`src/sv/assert_macros.svh`:
```
// Assertion macros shared by the segmentation RTL.
// Each macro expects signals named clk and rst_n in the enclosing module.
`ifndef ASSERT_MACROS_SVH
`define ASSERT_MACROS_SVH
`ifndef SYNTH
// The property must hold at every rising edge outside reset.
`define ASSERT_ALWAYS(lbl, prop, msg) \
  lbl: assert property (@(posedge clk) disable iff (!rst_n) (prop)) else $error(msg);
// The condition must never be true at a rising edge outside reset.
`define ASSERT_NEVER(lbl, cond, msg) \
  lbl: assert property (@(posedge clk) disable iff (!rst_n) !(cond)) else $error(msg);
`else
`define ASSERT_ALWAYS(lbl, prop, msg)
`define ASSERT_NEVER(lbl, cond, msg)
`endif
`endif

```
`src/sv/gbis_pkg.sv`:
```
// Shared types, constants and command codes of the graph segmentation core.
// No dependencies; imported by every other file but gbis_ram and assert_macros.svh.
`timescale 1ns / 1ps
package gbis_pkg;

  localparam int MAX_VERTICES = 1024;
  localparam int MAX_EDGES_DEF = 4096;
  localparam int WEIGHT_BITS = 16;
  localparam int VIDX_W = $clog2(MAX_VERTICES);
  localparam int SIZE_W = $clog2(MAX_VERTICES + 1);
  localparam int K_W = 24;
  localparam int THR_W = 25;
  localparam int CFG_IDX_W = 2;
  localparam int CFG_DATA_W = 24;
  localparam int IN_DATA_W = 48;
  localparam int OUT_DATA_W = 16;

  localparam logic [CFG_IDX_W-1:0] CFG_VERTEX_COUNT = 2'd0;
  localparam logic [CFG_IDX_W-1:0] CFG_K_SCALED = 2'd1;
  localparam logic [CFG_IDX_W-1:0] CFG_MIN_SIZE = 2'd2;

  localparam logic OPER_LOAD = 1'b0;
  localparam logic OPER_QUERY = 1'b1;
  localparam logic KIND_DONE = 1'b0;
  localparam logic KIND_LABEL = 1'b1;

  localparam logic [SIZE_W-1:0] VCOUNT_RST = SIZE_W'(1024);
  localparam logic [K_W-1:0] K_RST = K_W'(76800);
  localparam logic [SIZE_W-1:0] MIN_SIZE_RST = SIZE_W'(20);

  typedef struct packed {
    logic [WEIGHT_BITS-1:0] weight;
    logic [VIDX_W-1:0] dst;
    logic [VIDX_W-1:0] src;
  } edge_t;

  localparam int EDGE_W = $bits(edge_t);

  typedef enum logic [4:0] {
    OP_NONE, OP_LOAD, OP_QUERY, OP_CLR, OP_SORT_INIT, OP_M_RUN, OP_M_RDP,
    OP_M_RDQ, OP_M_LQ, OP_M_TAKE, OP_M_FP, OP_M_FQ, OP_M_NEXT, OP_P_START,
    OP_P_PASS2, OP_P_NEXT, OP_P_EDGE, OP_FIND_HOP, OP_ROOT_A, OP_ROOT_B,
    OP_SZ_B, OP_DEC, OP_JOIN, OP_DIV_START, OP_THR_WR, OP_FIN, OP_Q_OUT
  } dp_op_e;

  typedef struct packed {
    dp_op_e op;
  } dp_cmd_t;

  typedef struct packed {
    logic clr_last;
    logic n_le1;
    logic lo_ge_n;
    logic wid_last;
    logic take_done;
    logic take_q;
    logic i_ge_n;
    logic pass2;
    logic edge_ok;
    logic par_eq_cur;
    logic same_root;
    logic merge;
    logic div_done;
    logic out_free;
    logic q_ok;
  } dp_status_t;

endpackage

```
`src/sv/gbis_ctrl.sv`:
```
// Sequencer of the segmentation core: loads, queries, forest clear, merge
// sort and the two merge passes. Depends on gbis_pkg; drives gbis_dp.
`timescale 1ns / 1ps
module gbis_ctrl import gbis_pkg::*; (
  input  logic       clk,
  input  logic       rst_n,
  input  logic       in_valid,
  input  logic       in_op,
  input  logic       in_last,
  output logic       in_ready,
  input  dp_status_t sts,
  output dp_cmd_t    cmd
);

  typedef enum logic [4:0] {
    S_RCLR, S_IDLE, S_SCLR, S_SINIT, S_MRUN, S_MRDP, S_MRDQ, S_MLQ, S_MSTEP,
    S_MFP, S_MFQ, S_PSTART, S_PNEXT, S_PEDGE, S_FA, S_FB, S_SZB, S_DEC,
    S_JOIN, S_DIVS, S_DIVW, S_FIN, S_QFIND, S_QOUT
  } state_t;

  state_t state_r, state_nxt;
  dp_op_e op;
  logic   accept;

  assign in_ready = (state_r == S_IDLE);
  assign accept = in_valid && in_ready;

  always_comb begin
    state_nxt = state_r;
    op = OP_NONE;
    case (state_r)
      S_RCLR: begin
        op = OP_CLR;
        if (sts.clr_last) state_nxt = S_IDLE;
      end
      S_IDLE: begin
        if (accept) begin
          if (in_op == OPER_QUERY) begin
            op = OP_QUERY;
            state_nxt = S_QFIND;
          end else begin
            op = OP_LOAD;
            if (in_last) state_nxt = S_SCLR;
          end
        end
      end
      S_SCLR: begin
        op = OP_CLR;
        if (sts.clr_last) state_nxt = S_SINIT;
      end
      S_SINIT: begin
        op = OP_SORT_INIT;
        state_nxt = sts.n_le1 ? S_PSTART : S_MRUN;
      end
      S_MRUN: begin
        op = OP_M_RUN;
        if (!sts.lo_ge_n) state_nxt = S_MRDP;
        else if (sts.wid_last) state_nxt = S_PSTART;
      end
      S_MRDP: begin
        op = OP_M_RDP;
        state_nxt = S_MRDQ;
      end
      S_MRDQ: begin
        op = OP_M_RDQ;
        state_nxt = S_MLQ;
      end
      S_MLQ: begin
        op = OP_M_LQ;
        state_nxt = S_MSTEP;
      end
      S_MSTEP: begin
        if (sts.take_done) begin
          op = OP_M_NEXT;
          state_nxt = S_MRUN;
        end else begin
          op = OP_M_TAKE;
          state_nxt = sts.take_q ? S_MFQ : S_MFP;
        end
      end
      S_MFP: begin
        op = OP_M_FP;
        state_nxt = S_MSTEP;
      end
      S_MFQ: begin
        op = OP_M_FQ;
        state_nxt = S_MSTEP;
      end
      S_PSTART: begin
        op = OP_P_START;
        state_nxt = S_PNEXT;
      end
      S_PNEXT: begin
        if (sts.i_ge_n) begin
          if (sts.pass2) state_nxt = S_FIN;
          else op = OP_P_PASS2;
        end else begin
          op = OP_P_NEXT;
          state_nxt = S_PEDGE;
        end
      end
      S_PEDGE: begin
        op = OP_P_EDGE;
        state_nxt = sts.edge_ok ? S_FA : S_PNEXT;
      end
      S_FA: begin
        if (sts.par_eq_cur) begin
          op = OP_ROOT_A;
          state_nxt = S_FB;
        end else begin
          op = OP_FIND_HOP;
        end
      end
      S_FB: begin
        if (sts.par_eq_cur) begin
          op = OP_ROOT_B;
          state_nxt = sts.same_root ? S_PNEXT : S_SZB;
        end else begin
          op = OP_FIND_HOP;
        end
      end
      S_SZB: begin
        op = OP_SZ_B;
        state_nxt = S_DEC;
      end
      S_DEC: begin
        op = OP_DEC;
        state_nxt = S_JOIN;
      end
      S_JOIN: begin
        op = OP_JOIN;
        state_nxt = (sts.merge && !sts.pass2) ? S_DIVS : S_PNEXT;
      end
      S_DIVS: begin
        op = OP_DIV_START;
        state_nxt = S_DIVW;
      end
      S_DIVW: begin
        if (sts.div_done) begin
          op = OP_THR_WR;
          state_nxt = S_PNEXT;
        end
      end
      S_FIN: begin
        if (sts.out_free) begin
          op = OP_FIN;
          state_nxt = S_IDLE;
        end
      end
      S_QFIND: begin
        if (!sts.q_ok || sts.par_eq_cur) state_nxt = S_QOUT;
        else op = OP_FIND_HOP;
      end
      S_QOUT: begin
        if (sts.out_free) begin
          op = OP_Q_OUT;
          state_nxt = S_IDLE;
        end
      end
      default: state_nxt = S_IDLE;
    endcase
  end

  always_ff @(posedge clk) begin
    if (!rst_n) begin
      state_r <= S_RCLR;
    end else begin
      state_r <= state_nxt;
    end
  end

  assign cmd.op = op;

endmodule

```
`config.mk`:
```
export PLATFORM = sky130hd
export DESIGN_NAME = gbis_ctrl
export DESIGN_NICKNAME = d
export VERILOG_FILES = /design/src/sv/assert_macros.svh /design/src/sv/gbis_pkg.sv /design/src/sv/gbis_ctrl.sv
export SDC_FILE = /design/constraint.sdc
export NUM_CORES = 1
export LEC_CHECK = 0
export ABC_CLOCK_PERIOD_IN_PS = 1700
export BUFFER_PORTS_ARGS = -buffer_cell sky130_fd_sc_hd__buf_2
export CAP_MARGIN = 20
export CELL_PAD_IN_SITES_DETAIL_PLACEMENT = 1
export CELL_PAD_IN_SITES_GLOBAL_PLACEMENT = 1
export CORE_MARGIN = 2
export CORE_UTILIZATION = 33
export DETAILED_ROUTE_END_ITERATION = 8
export PLACE_DENSITY = 0.81
export SLEW_MARGIN = 0
export SYNTH_ARGS = -nofsm -noshare
export SYNTH_HDL_FRONTEND = slang
export SYNTH_SLANG_ARGS = --single-unit
```
`constraint.sdc`:
```
create_clock -name clk -period 1.7 [get_ports clk]
set_input_delay 0 -clock clk [delete_from_list [all_inputs] [get_ports clk]]
set_output_delay 0 -clock clk [all_outputs]
set_load 0.02 [all_outputs]
```
## Yosys cells after proc, flatten, opt, wreduce, memory -nomap -nowiden

Cells that the tools add are included.

| word-level totals | value |
|---|---|
| register bits | 5 |
| bits in latches | 0 |
| memory bits (writable) | 0 |
| bits in read-only memories | 0 |
| bits of input ports | 20 |
| output and inout port bits | 6 |
| word-level logic and storage cells | 78 |
| memories | 0 |

| operators by class | value |
|---|---|
| add/sub/neg operators | 0 |
| $mul | 0 |
| divide/modulo/power cells | 0 |
| $lt $le $gt $ge | 0 |
| equal/unequal tests | 34 |
| shifts and indexed selects | 0 |
| mux-type cells | 33 |
| bitwise gates (word level) | 0 |
| reduce and logical (&&, ||, !) cells | 10 |

Operators by type and width:

| kind | count |
|---|---|
| 5-bit case mux with 23 select lines | 1 |
| 5-bit two-way mux | 21 |
| 5-bit case mux with 21 select lines | 1 |
| 5-bit by 4-bit equality test with 1-bit output (second input constant) | 8 |
| 5-bit equality test (second input constant) | 8 |
| 5-bit by 3-bit equality test with 1-bit output (second input constant) | 4 |
| 2-bit two-way mux | 6 |
| 4-bit two-way mux | 3 |
| 2-bit inequality test (second input constant) | 6 |
| 11-bit AND reduction | 1 |
| 5-bit by 2-bit equality test with 1-bit output (second input constant) | 2 |
| 3-bit inequality test (second input constant) | 3 |
| 5-bit by 1-bit equality test with 1-bit output (second input constant) | 1 |
| 5-bit zero test | 1 |
| 2-bit by 1-bit inequality test with 1-bit output (second input constant) | 2 |
| 2-bit OR reduction | 2 |
| 3-bit two-way mux | 1 |
| 3-bit OR reduction | 1 |
| 1-bit logical AND | 2 |
| 1-bit zero test | 2 |
| 1-bit logical OR | 1 |

## Longest topological paths before layout

| logic depth | value |
|---|---|
| word-level depth | 4 |
| depth in mapped cells | 8 |
| mapped depth without buffers | 5 |

## Least setup slack after synthesis

Ideal clock, no wire load.

| path | value |
|---|---|
| path kind | register to output |
| start point | reg state_r[2] |
| end point | out cmd[0] in the netlist's numbering |
| arrival time | 1.832 ns |
| data required time | 1.700 ns |
| setup slack | -0.132 ns |
| stages on the path, launching flop included | 7 |
| path buffers | 1 |
| cells stage by stage | dfxtp_1 > or2_2 > clkbuf_1 > nor3_1 > nand2_1 > o22ai_1 > a211o_1 |

RTL lines:

| item | RTL line | RTL |
|---|---|---|
| start: declaration | gbis_ctrl.sv:21 | `state_t state_r, state_nxt;` |
| start signal: assignment | gbis_ctrl.sv:168 | `state_r <= state_nxt;` |
| end: declaration | gbis_ctrl.sv:12 | `output dp_cmd_t cmd` |

## Worst setup path after layout

| path | value |
|---|---|
| start point | reg state_r[4] |
| end point | reg state_r[0] |

| on the way | value |
|---|---|
| cells in the longest elaborated chain, start to end | 4 |
| elaborated cells on any way between the ends | 40 |
| classes of those cells | eq/ne: 34; mux: 1; reduce/logical: 5 |

Ends and longest elaborated chain:

| item | RTL line |
|---|---|
| 5-bit equality test / 5-bit by 1-bit equality test with 1-bit output (equally long branches) | gbis_ctrl.sv:31, gbis_ctrl.sv:25 |
| 2-bit OR reduction (no line) / 1-bit logical AND (equally long branches) | n/a |
| 2-bit by 1-bit inequality test with 1-bit output (no line) | n/a |
| 11-bit AND reduction (no line) | n/a |

Parallel ways exist; a longest one is shown, timed or not.
A chain may end at the register's enable or synchronous reset.

==> flow_summary.html <==
<table>
<tr><th>Metric</th><th>Value</th></tr>
<tr><th colspan="2">Place</th></tr>
<tr><td>Detailed placement HPWL</td><td>3.97 mm</td></tr>
<tr><td>Number of placed cells counting well taps</td><td>253</td></tr>
<tr><td>IO Port Bufs</td><td>25</td></tr>
<tr><td>Cell area after placement</td><td>0.00149 mm^2</td></tr>
<tr><td>Gp weighted congestion</td><td>1.02</td></tr>
<tr><th colspan="2">Final layout</th></tr>
<tr><td>Number of flip-flops in the largest register</td><td>5</td></tr>
<tr><td>ANT cells</td><td>0</td></tr>
<tr><td>Number of standard cells in the layout, taps in and fillers out</td><td>267</td></tr>
<tr><td>Share of cells above drive strength 1</td><td>54.7%</td></tr>
<tr><td>Final std cell area, no fill</td><td>0.00186 mm^2</td></tr>
<tr><td>Top Registers</td><td>state_r: 5 flops</td></tr>
<tr><td>Nets</td><td>244</td></tr>
<tr><td>Synthesis-to-layout area growth</td><td>79.4%</td></tr>
<tr><td>Largest register by flop count</td><td>state_r</td></tr>
<tr><td>Commonest cells after routing, fill and taps aside</td><td>sky130_fd_sc_hd__buf_4 (44), sky130_fd_sc_hd__buf_2 (21), sky130_fd_sc_hd__nand2_1 (15)</td></tr>
<tr><td>Most frequent standard cell in the layout excluding fill and tap cells</td><td>sky130_fd_sc_hd__buf_4</td></tr>
<tr><td>Fill cells</td><td>376</td></tr>
<tr><th colspan="2">Global routing</th></tr>
<tr><td>Global-route wire length before repair</td><td>9.23 mm</td></tr>
<tr><td>Antenna violations before repair</td><td>0</td></tr>
<tr><td>Maximum number of pins on one net before global-route repair</td><td>13</td></tr>
<tr><td>Overflow after GRT</td><td>0</td></tr>
<tr><td>Number of global-route vias before repair</td><td>1795</td></tr>
<tr><td>Total GRT Usage</td><td>35.4%</td></tr>
<tr><th colspan="2">Detailed routing</th></tr>
<tr><td>Count of TritonRoute iterations in the first routing pass</td><td>4</td></tr>
<tr><td>Number of remaining DRC errors</td><td>0</td></tr>
<tr><td>Via density per instance</td><td>6.37</td></tr>
<tr><td>Number of design-rule violations left by the first detailed-router iteration</td><td>187</td></tr>
<tr><td>Wire length after detailed routing</td><td>6.38 mm</td></tr>
<tr><td>Number of antenna-violating nets in the routed design</td><td>0</td></tr>
<tr><td>Via count</td><td>1702</td></tr>
<tr><td>DR WL/cell</td><td>23.9 um</td></tr>
<tr><th colspan="2">Logic synthesis</th></tr>
<tr><td>Most used flip-flop cell after synthesis</td><td>sky130_fd_sc_hd__dfxtp_1</td></tr>
<tr><td>Share of the yosys chip area belonging to registers</td><td>9.67%</td></tr>
<tr><td>Unique cell type count in the Yosys netlist</td><td>55</td></tr>
<tr><td>Mapped Avg Cell Area</td><td>6.51 um^2</td></tr>
<tr><td>Number of synthesized register bits</td><td>5</td></tr>
<tr><td>Post-synth EDFFs</td><td>0</td></tr>
<tr><td>Syn_nets</td><td>179</td></tr>
<tr><td>Synth warnings</td><td>0</td></tr>
<tr><td>Mapped Area</td><td>0.00103 mm^2</td></tr>
<tr><td>Synth async-reset ratio</td><td>0%</td></tr>
<tr><td>Count of mapped cells out of synthesis</td><td>159</td></tr>
<tr><th colspan="2">Pwr</th></tr>
<tr><td>PD cells</td><td>1860 mW/mm^2</td></tr>
<tr><td>Maximum resistive drop on vdd</td><td>0.686 mV</td></tr>
<tr><td>Total internal power</td><td>1.71 mW</td></tr>
<tr><td>Combinational Power Share</td><td>87.6%</td></tr>
<tr><td>Reported net switching power</td><td>1.74 mW</td></tr>
<tr><td>Switching part of the total</td><td>50.5%</td></tr>
<tr><td>Leakage power summed over all cells</td><td>0.769 nW</td></tr>
<tr><td>Total power draw</td><td>3.45 mW</td></tr>
<tr><td>Share of power burned in registers</td><td>8.3%</td></tr>
<tr><td>Proportion of power drawn by the clock network</td><td>4.1%</td></tr>
<tr><th colspan="2">Worst hold path</th></tr>
<tr><td>Path category of the worst min-delay check</td><td>in -&gt; reg</td></tr>
<tr><th colspan="2">Clocking</th></tr>
<tr><td>Clock-pin transition on the worst setup and hold timing paths</td><td>0.05 ns</td></tr>
<tr><td>Clk buf depth</td><td>2</td></tr>
<tr><td>Root buffer cell</td><td>sky130_fd_sc_hd__clkbuf_4</td></tr>
<tr><td>Maximum level of the CTS H-tree</td><td>1</td></tr>
<tr><td>Clock latency at the later pin of the worst-skew pair</td><td>0.25 ns</td></tr>
<tr><td>TritonCTS Buffers</td><td>3</td></tr>
<tr><td>Clock tree sinks</td><td>5</td></tr>
<tr><td>Clock tree from TritonCTS</td><td>done</td></tr>
<tr><th colspan="2">Job</th></tr>
<tr><td>Max-cap viol count</td><td>0</td></tr>
<tr><th colspan="2">STA</th></tr>
<tr><td>Tcrit/Tclk final</td><td>109%</td></tr>
<tr><td>Final critical path time including I/O delays and setup</td><td>1.85 ns</td></tr>
<tr><td>Layout Skew</td><td>0.00402 ns</td></tr>
<tr><td>Final critical-path setup slack</td><td>-0.154 ns</td></tr>
<tr><td>Measured slew at the worst slew-check pin</td><td>0.548 ns</td></tr>
<tr><td>Final hold violations</td><td>0</td></tr>
<tr><td>Number of pins exceeding their max-slew limit in the final report</td><td>0</td></tr>
<tr><td>Peak clock frequency supported by timing</td><td>540 MHz</td></tr>
<tr><td>Relative slew slack</td><td>63.2%</td></tr>
<tr><td>Setup repair after global routing missed its margin</td><td>yes</td></tr>
<tr><td>Endpoints failing setup</td><td>9</td></tr>
<tr><th colspan="2">Worst setup path</th></tr>
<tr><td>Crit path max fanout</td><td>8</td></tr>
<tr><td>CP Launch Type</td><td>register</td></tr>
<tr><td>Critical setup path kind</td><td>reg -&gt; reg</td></tr>
<tr><td>Flop-to-flop setup slack</td><td>-0.15 ns</td></tr>
<tr><td>Required @ worst endpoint</td><td>1.87 ns</td></tr>
<tr><td>Worst Setup End Kind</td><td>register</td></tr>
<tr><td>Crit path DAT</td><td>2.02 ns</td></tr>
<tr><th colspan="2">Status</th></tr>
<tr><td>Violations in the final reports</td><td>negative setup slack</td></tr>
<tr><td>Status</td><td>finished with violations</td></tr>
<tr><th colspan="2">Floorplan</th></tr>
<tr><td>FP Rows</td><td>20</td></tr>
<tr><td>Die Span Y</td><td>60.0 um</td></tr>
<tr><td>Initial cell density of the core</td><td>34.2%</td></tr>
<tr><td>Horizontal extent of the die</td><td>60.0 um</td></tr>
<tr><td>Core region area</td><td>0.00303 mm^2</td></tr>
<tr><td>Top-level I/O count</td><td>26</td></tr>
<tr><td>Die footprint</td><td>0.00360 mm^2</td></tr>
</table>
==> worst max-delay path: stages, from the launching register on <==
cell and delay (ns):
sky130_fd_sc_hd__dfxtp_4 0.39, sky130_fd_sc_hd__buf_4 0.13, sky130_fd_sc_hd__nand2b_4 0.13, sky130_fd_sc_hd__a2111oi_4 0.07, sky130_fd_sc_hd__buf_4 0.16, sky130_fd_sc_hd__nor4_1 0.52
sky130_fd_sc_hd__o2111ai_1 0.26, sky130_fd_sc_hd__o21ai_2 0.12
==> routing by layer <==
metal | part of all wire [%] | vias to the layer above | GRT usage, % | wire length (um)
li1 | - | 739 | - | -
met1 | 40 | 844 | 41.4 | 2520
met5 | 0 | - | 0 | 0
met3 | 6.6 | 27 | 4.33 | 421
met4 | 4.6 | 0 | 21.0 | 292
met2 | 49 | 92 | 61.0 | 3140
==> worst paths after layout <==
| check | start | end | depth (start not counted) |
|---|---|---|---|
| worst max-delay path | state_r[4] | state_r[0] | 7 |
| worst min-delay path | rst_n | state_r[3] | 3 |
| worst max register to register | state_r[4] | state_r[0] | 7 |
| worst min register to register | state_r[1] | state_r[1] | 3 |
==> power by group through the flow <==
stage	Combinational (mW)	Sequential (mW)	Clock, mW
finish	3.02	0.286	0.143
CTS	2.63	0.278	0.144
floorplan	1.25	0.196	0
detailed placement	2.13	0.264	0
global route	3.15	0.291	0.156
global placement	2.03	0.248	0
==> cells by family after synthesis <==
group           after synthesis  share of synthesized area (%)
xor+xnor                      1                          0.847
mux                           2                           2.06
compound gates               63                           42.4
simple gates                 68                           37.2
buf+inv                      20                           7.74
flops                         5                           9.67
==> timing repair <==
| item | in CTS | in global routing |
|---|---|---|
| pin swaps | 13 | 8 |
| resized for setup | 50 | 14 |
| endpoints found under the setup margin | 10 | 10 |
| buffers inserted | 7 | 3 |
| hold buffers | 0 | 0 |
==> Yosys cell counts (3+ instances only) <==
cell type | n | area [um^2]
sky130_fd_sc_hd__o21ai_0 | 11 | 55.1
sky130_fd_sc_hd__a31oi_1 | 3 | 18.8
sky130_fd_sc_hd__nand3b_1 | 3 | 22.5
sky130_fd_sc_hd__nor2b_1 | 7 | 43.8
sky130_fd_sc_hd__a21oi_1 | 12 | 60.1
sky130_fd_sc_hd__a211o_1 | 3 | 26.3
sky130_fd_sc_hd__nor3_1 | 4 | 20.0
sky130_fd_sc_hd__a32o_1 | 3 | 30.0
sky130_fd_sc_hd__nand3_1 | 3 | 15.0
sky130_fd_sc_hd__clkbuf_1 | 10 | 37.5
sky130_fd_sc_hd__dfxtp_1 | 5 | 100
sky130_fd_sc_hd__inv_1 | 6 | 22.5
sky130_fd_sc_hd__nand2b_1 | 6 | 37.5
sky130_fd_sc_hd__nand2_1 | 15 | 56.3
sky130_fd_sc_hd__o32ai_1 | 3 | 26.3
sky130_fd_sc_hd__o22ai_1 | 5 | 31.3
sky130_fd_sc_hd__nor2_1 | 11 | 41.3
==> final cells by class <==
| class | count | area [um^2] | area share [%] |
|---|---|---|---|
| tap | 44 | 55.1 | 2.96 |
| sequential | 5 | 119 | 6.40 |
| timing repair buffer | 74 | 554 | 29.9 |
| inverter | 6 | 22.5 | 1.21 |
| clock buffer | 4 | 26.3 | 1.42 |
| multi-input combinational | 134 | 1080 | 58.2 |
==> through the flow <==
step | TNS, ns | utilization [%] | setup WS [ns] | hold WS [ns]
4_1_cts | -0.322 | 58.3 | -0.0864 | 0.0525
3_5_place_dp | -1.08 | 49.2 | -0.214 | 0.324
3_3_place_gp | -0.522 | 49.2 | -0.122 | 0.311
2_1_floorplan | 0 | - | 0.00368 | 0.229
5_1_grt | -1.17 | 61.3 | -0.178 | 0.0810
6_report | -0.909 | 61.3 | -0.154 | 0.0720
(Power assumes the default switching activity.)
